<file path="config.mk">
export PLATFORM = sky130hd
export DESIGN_NAME = load_balancing_task_distributor
export DESIGN_NICKNAME = d
export VERILOG_FILES = /design/src/lbtd_pkg.sv /design/src/lbtd_ram.sv /design/src/load_balancing_task_distributor.sv
export SDC_FILE = /design/constraint.sdc
export NUM_CORES = 1
export LEC_CHECK = 0
export BUFFER_PORTS_ARGS = -buffer_cell sky130_fd_sc_hd__buf_2
export CORE_MARGIN = 2
export CORE_UTILIZATION = 65
export CTS_CLUSTER_DIAMETER = 80
export DETAILED_ROUTE_END_ITERATION = 7
export HOLD_SLACK_MARGIN = 0.15
export PLACE_DENSITY = 0.91
export SYNTH_ARGS = -nofsm -noshare
export SYNTH_HDL_FRONTEND = slang
export SYNTH_HIERARCHICAL = 1
export SYNTH_SLANG_ARGS = --single-unit
</file>
<file path="constraint.sdc">
create_clock -name clk_i -period 16.4 [get_ports clk_i]
set_input_delay 3.28 -clock clk_i [delete_from_list [all_inputs] [get_ports clk_i]]
set_output_delay 3.28 -clock clk_i [all_outputs]
set_load 0.02 [all_outputs]
</file>
<file path="src/lbtd_pkg.sv">
package lbtd_pkg;

  // table sizes
  localparam int NODE_COUNT      = 8;
  localparam int TASK_COUNT      = 16;
  localparam int FIRST_USER_TASK = 4;

  localparam int NODE_W = (NODE_COUNT > 1) ? $clog2(NODE_COUNT) : 1;
  localparam int TASK_W = (TASK_COUNT > 1) ? $clog2(TASK_COUNT) : 1;
  localparam int NCNT_W = NODE_W + 1;
  localparam int TCNT_W = TASK_W + 1;

  // fixed field widths
  localparam int OP_W         = 2;
  localparam int TIME_W       = 32;
  localparam int LOAD_W       = 8;
  localparam int NODE_NUM_W   = 8;
  localparam int CMD_TASK_W   = 8;
  localparam int HOME_W       = 4;
  localparam int ENTRY_TASK_W = 4;
  localparam int SANE_MAP_W   = 8;
  localparam int WINDOW_W     = 16;
  localparam int SPREAD_W     = 8;
  localparam int CFG_IDX_W    = 1;
  localparam int CFG_DATA_W   = 16;

  localparam logic [WINDOW_W-1:0] WINDOW_RST = WINDOW_W'(750);
  localparam logic [SPREAD_W-1:0] SPREAD_RST = SPREAD_W'(2);

  localparam logic [HOME_W-1:0] HOME_NONE = {HOME_W{1'b1}};

  // least-load search starts above any useful load
  localparam logic [LOAD_W-1:0] MIN_LOAD_START = LOAD_W'(TASK_COUNT + 1);

  localparam logic [CMD_TASK_W-1:0] CMD_TASK_LO = CMD_TASK_W'(FIRST_USER_TASK);
  localparam logic [CMD_TASK_W-1:0] CMD_TASK_HI = CMD_TASK_W'(TASK_COUNT);

  localparam int TASK_START_I = (FIRST_USER_TASK < TASK_COUNT) ? FIRST_USER_TASK : TASK_COUNT;
  localparam logic [TCNT_W-1:0] TASK_START = TCNT_W'(TASK_START_I);
  localparam logic [TCNT_W-1:0] TASK_END   = TCNT_W'(TASK_COUNT);
  localparam logic [TCNT_W-1:0] TASK_LAST  = TCNT_W'(TASK_COUNT - 1);
  localparam logic [NCNT_W-1:0] NODE_END   = NCNT_W'(NODE_COUNT);
  localparam logic [NODE_W-1:0] NODE_LAST  = NODE_W'(NODE_COUNT - 1);

  typedef enum logic [OP_W-1:0] {
    OP_REPORT = 2'd0,
    OP_ASSIGN = 2'd1,
    OP_TICK   = 2'd2
  } op_e;

  typedef enum logic [CFG_IDX_W-1:0] {
    CFG_STALE_WINDOW   = 1'b0,
    CFG_MIGRATE_SPREAD = 1'b1
  } cfg_idx_e;

  typedef enum logic {
    KIND_ACK   = 1'b0,
    KIND_ENTRY = 1'b1
  } result_kind_e;

  typedef enum logic [2:0] {
    ST_IDLE,
    ST_ACK,
    ST_NODE,
    ST_PLACE,
    ST_MIGRATE,
    ST_EMIT_RD,
    ST_EMIT
  } state_e;

  typedef struct packed {
    logic [LOAD_W-1:0] load;
    logic [TIME_W-1:0] stamp;
  } node_word_t;

  localparam int NODE_WORD_W = $bits(node_word_t);

  // node number modulo NODE_COUNT by restoring subtraction of shifted counts
  function automatic logic [NODE_W-1:0] node_reduce(input logic [NODE_NUM_W-1:0] v);
    logic [15:0] r;
    r = {8'b0, v};
    for (int k = 7; k >= 0; k--) begin
      if (r >= 16'(NODE_COUNT << k)) begin
        r = r - 16'(NODE_COUNT << k);
      end
    end
    return r[NODE_W-1:0];
  endfunction

  function automatic logic home_is_node(input logic [HOME_W-1:0] h);
    return !h[HOME_W-1] && (int'(h[HOME_W-2:0]) < NODE_COUNT);
  endfunction

  function automatic logic [NODE_W-1:0] home_idx(input logic [HOME_W-1:0] h);
    return NODE_W'(h[HOME_W-2:0]);
  endfunction

  function automatic logic [HOME_W-1:0] home_of(input logic found,
                                               input logic [NODE_W-1:0] idx);
    return found ? HOME_W'(idx) : HOME_NONE;
  endfunction

endpackage

</file>
<file path="src/lbtd_ram.sv">
module lbtd_ram #(
  parameter int              DEPTH   = 8,
  parameter int              WIDTH   = 8,
  parameter logic [WIDTH-1:0] RST_VAL = '0
) (
  input  logic                     clk_i,
  input  logic                     rst_ni,
  input  logic                     we_i,
  input  logic [$clog2(DEPTH)-1:0] waddr_i,
  input  logic [WIDTH-1:0]         wdata_i,
  input  logic [$clog2(DEPTH)-1:0] raddr_i,
  output logic [WIDTH-1:0]         rdata_o
);

  logic [WIDTH-1:0] mem_q [DEPTH];
  logic [DEPTH-1:0] vld_q;
  logic [WIDTH-1:0] rdata_q;
  logic             rvld_q;

  always_ff @(posedge clk_i) begin
    if (we_i) begin
      mem_q[waddr_i] <= wdata_i;
    end
    rdata_q <= mem_q[raddr_i];
  end

  // entries never written read as the reset value
  always_ff @(posedge clk_i or negedge rst_ni) begin
    if (!rst_ni) begin
      vld_q  <= '0;
      rvld_q <= 1'b0;
    end else begin
      if (we_i) begin
        vld_q[waddr_i] <= 1'b1;
      end
      rvld_q <= vld_q[raddr_i];
    end
  end

  assign rdata_o = rvld_q ? rdata_q : RST_VAL;

endmodule

</file>
<file path="src/load_balancing_task_distributor.sv">
// load balancing task distributor
//
// input channel (in_valid_i / in_ready_o) takes one word per item:
//   node report  - stores load, sane mark and time stamp of one node, no result
//   assignment   - sets the home node of a user task, one acknowledge word through
//                  the ack state and the output register after acceptance
//   period tick  - clears stale sane marks (one node memory read per cycle), places
//                  homeless user tasks or migrates one task (one task memory
//                  read-modify-write per cycle), then streams the whole task table,
//                  one word per cycle while the receiver takes them
// the block takes a new item once back in idle, also while its last word still waits
// output channel (out_valid_o / out_ready_i) is a single output register; a stalled
// receiver holds the table stream, the payload stays put until the word is taken
// reset: all nodes insane with zero load and time, every task unassigned, stale
// window 750, migrate spread 2; memories use per-entry valid bits, no clearing pass
// config writes (cfg_we_i) take effect at once and are meant for idle periods
module load_balancing_task_distributor
  import lbtd_pkg::*;
(
  input  logic                         clk_i,
  input  logic                         rst_ni,

  input  logic                         in_valid_i,
  output logic                         in_ready_o,
  input  logic [OP_W-1:0]              operation_i,
  input  logic [TIME_W-1:0]            now_ms_i,
  input  logic [NODE_NUM_W-1:0]        reporting_node_i,
  input  logic                         report_sane_i,
  input  logic [LOAD_W-1:0]            report_load_i,
  input  logic [CMD_TASK_W-1:0]        command_task_i,
  input  logic signed [HOME_W-1:0]     command_node_i,

  output logic                         out_valid_o,
  input  logic                         out_ready_i,
  output logic                         result_kind_o,
  output logic                         command_accepted_o,
  output logic [ENTRY_TASK_W-1:0]      entry_task_o,
  output logic signed [HOME_W-1:0]     entry_node_o,
  output logic [SANE_MAP_W-1:0]        sane_map_o,
  output logic                         last_entry_o,

  input  logic                         cfg_we_i,
  input  logic [CFG_IDX_W-1:0]         cfg_idx_i,
  input  logic [CFG_DATA_W-1:0]        cfg_data_i
);

  state_e state_q, state_d;

  // configuration
  logic [WINDOW_W-1:0] window_q;
  logic [SPREAD_W-1:0] spread_q;

  // sane marks live in flops, the whole map goes out with every word
  logic [NODE_COUNT-1:0] sane_q;

  // node scan
  logic [NCNT_W-1:0] ncnt_q;
  logic              nvld_q;
  logic [NODE_W-1:0] nidx_q;
  logic              dl_ok_q;
  logic [TIME_W-1:0] dl_q;
  logic [LOAD_W-1:0] min_load_q, max_load_q;
  logic [NODE_W-1:0] min_idx_q, max_idx_q;
  logic              min_fnd_q, max_fnd_q;

  // task scan and table stream
  logic [TCNT_W-1:0] tcnt_q;
  logic              tvld_q;
  logic [TASK_W-1:0] tidx_q;
  logic              placed_q;
  logic              mig_fnd_q;
  logic [TASK_W-1:0] mig_idx_q;

  // pending acknowledge
  logic                    ack_ok_q;
  logic [ENTRY_TASK_W-1:0] ack_task_q;
  logic [HOME_W-1:0]       ack_node_q;

  // output register
  logic                    ovld_q;
  logic                    okind_q;
  logic                    oacc_q;
  logic [ENTRY_TASK_W-1:0] otask_q;
  logic [HOME_W-1:0]       onode_q;
  logic [SANE_MAP_W-1:0]   osane_q;
  logic                    olast_q;

  // memory ports
  logic              n_we;
  logic [NODE_W-1:0] n_waddr, n_raddr;
  node_word_t        n_wdata, n_rdata;
  logic              t_we;
  logic [TASK_W-1:0] t_waddr, t_raddr;
  logic [HOME_W-1:0] t_wdata, t_rdata;

  // strobes
  logic in_fire;
  logic out_free;
  logic node_issue;
  logic task_issue;
  logic out_load;
  logic emit_take;

  // item decode
  logic              assign_ok;
  logic [HOME_W-1:0] assign_home;
  logic [NODE_W-1:0] rep_node;

  // per-step evaluation
  logic              node_stale;
  logic              node_ok;
  logic              homeless;
  logic              migrate_go;
  logic [LOAD_W:0]   spread_now;

  lbtd_ram #(
    .DEPTH   (NODE_COUNT),
    .WIDTH   (NODE_WORD_W),
    .RST_VAL ('0)
  ) u_node_ram (
    .clk_i   (clk_i),
    .rst_ni  (rst_ni),
    .we_i    (n_we),
    .waddr_i (n_waddr),
    .wdata_i (n_wdata),
    .raddr_i (n_raddr),
    .rdata_o (n_rdata)
  );

  lbtd_ram #(
    .DEPTH   (TASK_COUNT),
    .WIDTH   (HOME_W),
    .RST_VAL (HOME_NONE)
  ) u_task_ram (
    .clk_i   (clk_i),
    .rst_ni  (rst_ni),
    .we_i    (t_we),
    .waddr_i (t_waddr),
    .wdata_i (t_wdata),
    .raddr_i (t_raddr),
    .rdata_o (t_rdata)
  );

  assign in_ready_o = (state_q == ST_IDLE);
  assign in_fire    = in_valid_i && in_ready_o;
  assign out_free   = !ovld_q || out_ready_i;

  assign rep_node    = node_reduce(reporting_node_i);
  assign assign_ok   = (command_task_i >= CMD_TASK_LO) && (command_task_i < CMD_TASK_HI);
  assign assign_home = home_is_node(command_node_i) ? command_node_i : HOME_NONE;

  // staleness without wrap: no node goes stale while now is below the window
  assign node_stale = dl_ok_q && (n_rdata.stamp < dl_q);
  assign node_ok    = sane_q[nidx_q] && !node_stale;

  assign homeless = !home_is_node(t_rdata) || !sane_q[home_idx(t_rdata)];

  assign spread_now = {1'b0, max_load_q} - {1'b0, min_load_q};
  assign migrate_go = !placed_q && min_fnd_q && max_fnd_q && mig_fnd_q &&
                      (spread_now >= {1'b0, spread_q});

  // sequencer: next state and memory port control
  always_comb begin
    state_d    = state_q;
    n_we       = 1'b0;
    n_waddr    = rep_node;
    n_wdata    = '{load: report_load_i, stamp: now_ms_i};
    n_raddr    = ncnt_q[NODE_W-1:0];
    t_we       = 1'b0;
    t_waddr    = tidx_q;
    t_wdata    = home_of(min_fnd_q, min_idx_q);
    t_raddr    = tcnt_q[TASK_W-1:0];
    node_issue = 1'b0;
    task_issue = 1'b0;
    out_load   = 1'b0;
    emit_take  = 1'b0;
    case (state_q)
      ST_IDLE: begin
        if (in_fire) begin
          case (operation_i)
            OP_REPORT: begin
              n_we = 1'b1;
            end
            OP_ASSIGN: begin
              t_we    = assign_ok;
              t_waddr = command_task_i[TASK_W-1:0];
              t_wdata = assign_home;
              state_d = ST_ACK;
            end
            OP_TICK: begin
              state_d = ST_NODE;
            end
            default: begin
            end
          endcase
        end
      end
      ST_ACK: begin
        if (out_free) begin
          out_load = 1'b1;
          state_d  = ST_IDLE;
        end
      end
      ST_NODE: begin
        // one node read issued per cycle, evaluated in the cycle after
        node_issue = (ncnt_q < NODE_END);
        if (nvld_q && (nidx_q == NODE_LAST)) begin
          state_d = ST_PLACE;
        end
      end
      ST_PLACE: begin
        // read task t while writing back task t-1
        task_issue = (tcnt_q < TASK_END);
        t_we       = tvld_q && homeless;
        if ((tvld_q && ({1'b0, tidx_q} == TASK_LAST)) || (!tvld_q && !task_issue)) begin
          state_d = ST_MIGRATE;
        end
      end
      ST_MIGRATE: begin
        t_we    = migrate_go;
        t_waddr = mig_idx_q;
        state_d = ST_EMIT_RD;
      end
      ST_EMIT_RD: begin
        state_d = ST_EMIT;
      end
      ST_EMIT: begin
        // keep the read address one ahead whenever a word leaves
        if (out_free) begin
          out_load  = 1'b1;
          emit_take = 1'b1;
          t_raddr   = TASK_W'(tcnt_q + 1'b1);
          if (tcnt_q == TASK_LAST) begin
            state_d = ST_IDLE;
          end
        end
      end
      default: begin
        state_d = ST_IDLE;
      end
    endcase
  end

  always_ff @(posedge clk_i or negedge rst_ni) begin
    if (!rst_ni) begin
      state_q <= ST_IDLE;
    end else begin
      state_q <= state_d;
    end
  end

  // configuration registers
  always_ff @(posedge clk_i or negedge rst_ni) begin
    if (!rst_ni) begin
      window_q <= WINDOW_RST;
      spread_q <= SPREAD_RST;
    end else if (cfg_we_i) begin
      case (cfg_idx_i)
        CFG_STALE_WINDOW:   window_q <= cfg_data_i[WINDOW_W-1:0];
        CFG_MIGRATE_SPREAD: spread_q <= cfg_data_i[SPREAD_W-1:0];
        default: begin
        end
      endcase
    end
  end

  // control state of the scans
  always_ff @(posedge clk_i or negedge rst_ni) begin
    if (!rst_ni) begin
      sane_q    <= '0;
      ncnt_q    <= '0;
      nvld_q    <= 1'b0;
      min_fnd_q <= 1'b0;
      max_fnd_q <= 1'b0;
      tcnt_q    <= '0;
      tvld_q    <= 1'b0;
      placed_q  <= 1'b0;
      mig_fnd_q <= 1'b0;
      ovld_q    <= 1'b0;
    end else begin
      nvld_q <= node_issue;
      tvld_q <= task_issue;

      if (n_we) begin
        sane_q[rep_node] <= report_sane_i;
      end

      if (in_fire && (operation_i == OP_TICK)) begin
        ncnt_q    <= '0;
        min_fnd_q <= 1'b0;
        max_fnd_q <= 1'b0;
      end

      if (node_issue) begin
        ncnt_q <= ncnt_q + 1'b1;
      end

      // first least-loaded and first most-loaded sane node
      if (nvld_q) begin
        if (node_stale) begin
          sane_q[nidx_q] <= 1'b0;
        end
        if (node_ok && (n_rdata.load < min_load_q)) begin
          min_fnd_q <= 1'b1;
        end
        if (node_ok && (n_rdata.load > max_load_q)) begin
          max_fnd_q <= 1'b1;
        end
      end

      if ((state_q == ST_NODE) && (state_d == ST_PLACE)) begin
        tcnt_q    <= TASK_START;
        placed_q  <= 1'b0;
        mig_fnd_q <= 1'b0;
      end

      if (task_issue) begin
        tcnt_q <= tcnt_q + 1'b1;
      end

      if (tvld_q) begin
        if (homeless) begin
          placed_q <= 1'b1;
        end
        // first task on the busiest node is the migration candidate
        if (!mig_fnd_q && max_fnd_q && (t_rdata == home_of(1'b1, max_idx_q))) begin
          mig_fnd_q <= 1'b1;
        end
      end

      if (state_q == ST_MIGRATE) begin
        tcnt_q <= '0;
      end

      if (emit_take) begin
        tcnt_q <= tcnt_q + 1'b1;
      end

      if (out_load) begin
        ovld_q <= 1'b1;
      end else if (out_ready_i) begin
        ovld_q <= 1'b0;
      end
    end
  end

  // payload registers
  always_ff @(posedge clk_i) begin
    if (in_fire && (operation_i == OP_TICK)) begin
      dl_ok_q    <= (now_ms_i >= TIME_W'(window_q));
      dl_q       <= now_ms_i - TIME_W'(window_q);
      min_load_q <= MIN_LOAD_START;
      max_load_q <= '0;
    end

    if (node_issue) begin
      nidx_q <= ncnt_q[NODE_W-1:0];
    end

    if (nvld_q) begin
      if (node_ok && (n_rdata.load < min_load_q)) begin
        min_load_q <= n_rdata.load;
        min_idx_q  <= nidx_q;
      end
      if (node_ok && (n_rdata.load > max_load_q)) begin
        max_load_q <= n_rdata.load;
        max_idx_q  <= nidx_q;
      end
    end

    if (task_issue) begin
      tidx_q <= tcnt_q[TASK_W-1:0];
    end

    if (tvld_q && !mig_fnd_q && max_fnd_q && (t_rdata == home_of(1'b1, max_idx_q))) begin
      mig_idx_q <= tidx_q;
    end

    if (in_fire && (operation_i == OP_ASSIGN)) begin
      ack_ok_q   <= assign_ok;
      ack_task_q <= command_task_i[ENTRY_TASK_W-1:0];
      ack_node_q <= assign_home;
    end

    if (out_load) begin
      osane_q <= SANE_MAP_W'(sane_q);
      if (state_q == ST_ACK) begin
        okind_q <= KIND_ACK;
        oacc_q  <= ack_ok_q;
        otask_q <= ack_task_q;
        onode_q <= ack_node_q;
        olast_q <= 1'b1;
      end else begin
        okind_q <= KIND_ENTRY;
        oacc_q  <= 1'b0;
        otask_q <= ENTRY_TASK_W'(tcnt_q);
        onode_q <= t_rdata;
        olast_q <= (tcnt_q == TASK_LAST);
      end
    end
  end

  assign out_valid_o        = ovld_q;
  assign result_kind_o      = okind_q;
  assign command_accepted_o = oacc_q;
  assign entry_task_o       = otask_q;
  assign entry_node_o       = onode_q;
  assign sane_map_o         = osane_q;
  assign last_entry_o       = olast_q;

endmodule
</file>
==> metrics.txt <==
run status=completed; Initial Util=0.658; Core Area=38700 µm²; yosys warns=6; flops & latches, synth=599; initial antenna violation count=7; die height=between 200 and 250 µm; Slew @ Worst Pin=1.17 ns; synthesized area per cell=16.3 µm²; R2R depth=15; count leader, synth=edfxtp_1; clock power share=0.306; startpoint type of the worst setup path=input pin; final-report hold violation count=0; Port Buffers=100; Primary FF master, synth=edfxtp_1; R2R Path End=u_task_ram/mem_q[0][2]; pre-CTS WS=10.04 ns; top post-synthesis cells by area=edfxtp_1, mux4_1, dfrtp_1; DIE WIDTH=202 µm; Die Area=a little over 40000 µm²; CTS Hold Buffers Added=0; CP Capture Type=flop; area added between synthesis and finish=11.9%; Pint=just over 0.003 W; ys async rst share=0.129; relative slew slack=0.222; CP max FO=14; maximum vdd drop=150 µV; IO Count=106; Hold Crit Class=flop to flop; logic gate share of total power=0.248; fin crit period=a little under 6 ns; max cap viols=0; initial drt markers=around 1.4k; post-synthesis cell area=approximately 26000 µm²; Fin Hold WS=~0.46 ns; Crit-path slowest cell=nor3_1; first-pass GRT wire length=85.0 mm; clk sinks=599; setup bufs post-CTS=0; Via density=between 6 and 7; Power Density=151 nW/µm²; GP Congestion=between 0.8 and 0.9; setup violators final=0; Routed WL=roughly 55 mm; net count after synthesis=~1.7k; CP Cell Sequence=buf_2 > inv_1 > ha_1 > nand3_1 > inv_1 > o21ai_0 > a22o_1 > or3b_1 > nor3_1; largest net degree at the start of global routing=78; Arr. time, crit path=6.17 ns; cts bufs inserted=56; Worst Hold Depth=2; Post-DP Area=26700 µm²; Total GRT Usage=0.276; Reg-to-Reg Start=max_load_q[0]; hold endpoint=min_load_q[2]; global route total overflow=0; WL/cell=between 20 and 25 µm; delay-heaviest family, CP=simple AND/OR/NAND/NOR gates; worst skew pair latency=0.63 ns; sequential area share after synthesis=0.667; stages on the worst setup path=9; Post-synth EDFFs=462; setup tns final=0 ns; # H-tree levels=2; FILL cells=2134; RSZ-0062 raised after global routing=no; Resize count post-CTS=0; top-area cell type share of the netlist area=0.544; clk slew on worst S/H paths=0.06 ns; count of pins over their slew limit=0; Final ANT Viol Nets=0; Fmax=169 MHz; vias in the first global route=about 15k; residual DRC count=0; Sequential Power Share=0.446; HP Start=min_load_q[2]; share of cells above drive strength 1=0.195; Sw Share=0.290; P_leak=between 10 and 15 nW; post-synth cell types=72; R2R Setup Slk=12.13 ns; Fin Clk Skew=0.0369 ns; Design Area, Final=~29000 µm²; CP required=16.66 ns; Site Rows=72; Clock Root Buffer=clkbuf_16; crit path kind=input pin to flop; post-synth top area cell=edfxtp_1; Syn Inst Count=1563; slowest stage delay, CP=~0.6 ns; post-route worst setup slack=around 10 ns; DR vias=14.5k; crit-path most repeated cell=inv_1; Pwr Total=0.00432 W; Commonest cells post-synth=edfxtp_1, inv_1, nand2_1; Final period util=0.360; Bufs and invs on worst path=3; TritonCTS clock tree=built; nets@finish=1868; DRT Pass-1 Iters=5; clk buf depth=3; DP Wirelength=approximately 32 mm; Psw=0.00125 W
[metal layers]
metal,global-route usage,wire (µm),vias to the layer above,share of wire
met5,0,84,-,0.0015
met2,0.474,28000,822,0.50
met3,0.0579,5010,194,0.090
met4,0.106,2020,12,0.036
met1,0.348,20400,7240,0.37
li1,-,-,6258,-
[worst reg2reg max path, stage by stage (launching register included)]
cell      delay [ns]
dfxtp_1         0.36
inv_1           0.05
ha_1            0.20
fa_1            0.41
nor2b_1         0.15
o21a_1          0.14
o21ai_0         0.11
a21oi_1         0.23
nor2_1          0.09
ha_1            0.30
a21o_1          0.11
a31o_2          0.09
a221oi_1        0.14
o31ai_1         0.48
or3b_1          0.47
nor3_1          0.60
[kinds of logic after synthesis]
group / synth area share
flip-flops: 0.667
AND/OR/NAND/NOR: 0.0676
multiplexers: 0.143
AO/OA/AOI/OAI: 0.0407
buffers and inverters: 0.0257
adder cells (fa/ha/maj): 0.0428
XOR/XNOR: 0.0137
[layout make-up]
class	count	area, µm²	area share
flip-flops and latches	599	17000	0.596
multi-input cells	814	7930	0.278
clock buffers	71	1490	0.0521
repair buffers	122	668	0.0234
well taps	518	648	0.0227
clock inverters	35	390	0.0137
inverters	104	390	0.0137
diodes	1	2.50	0.0000877
[cells in the final DEF, fill, tap and decap left out, types with 44 or more instances in the layout]
cell / count
a21oi_1: 46
and2_1: 44
buf_2: 99
clkbuf_16: 56
dfrtp_1: 66
dfxtp_1: 60
edfxtp_1: 462
ha_1: 84
inv_1: 104
mux2_2: 62
mux4_1: 80
nand2_1: 91
nor2_1: 58
o21ai_0: 45
[how the worst max path moves through the flow]
| stage | startpoint | endpoint | slack [ns] |
|---|---|---|---|
| after floorplan | operation_i[0] | u_node_ram/vld_q[0] | 7.82 |
| after global placement | operation_i[1] | u_task_ram/mem_q[0][2] | 10.18 |
| after detailed placement | operation_i[1] | u_task_ram/mem_q[0][2] | 10.04 |
| after CTS | operation_i[1] | u_task_ram/mem_q[0][2] | 10.63 |
| after global routing | operation_i[1] | u_task_ram/mem_q[0][2] | 10.30 |
| final | operation_i[1] | u_task_ram/mem_q[0][2] | 10.49 |
[flip-flops by register name, summed over array words and instances (netlist names), 16 cells and up]
register / count
dl_q: 32
u_node_ram/mem_q: 320
u_node_ram/rdata_q: 40
u_task_ram/mem_q: 64
u_task_ram/vld_q: 16
window_q: 16
[stage by stage]
| step | utilization | instances |
|---|---|---|
| 4_1_cts | 0.736 | 2263 |
| 2_1_floorplan | - | 1563 |
| 3_3_place_gp | 0.688 | 2157 |
| 5_1_grt | 0.737 | 2264 |
| 6_report | 0.737 | 2264 |
| 3_5_place_dp | 0.688 | 2157 |
[power groups by stage]
stage	clock [W]	combinational, W	sequential (W)
global route	0.00140	0.00115	0.00194
CTS	0.00134	0.00106	0.00192
detailed placement	0	0.00103	0.00195
global placement	0	0.000986	0.00194
finish	0.00132	0.00107	0.00192
floorplan	0	0.000806	0.00190
Power figures use the tool's default switching activity.
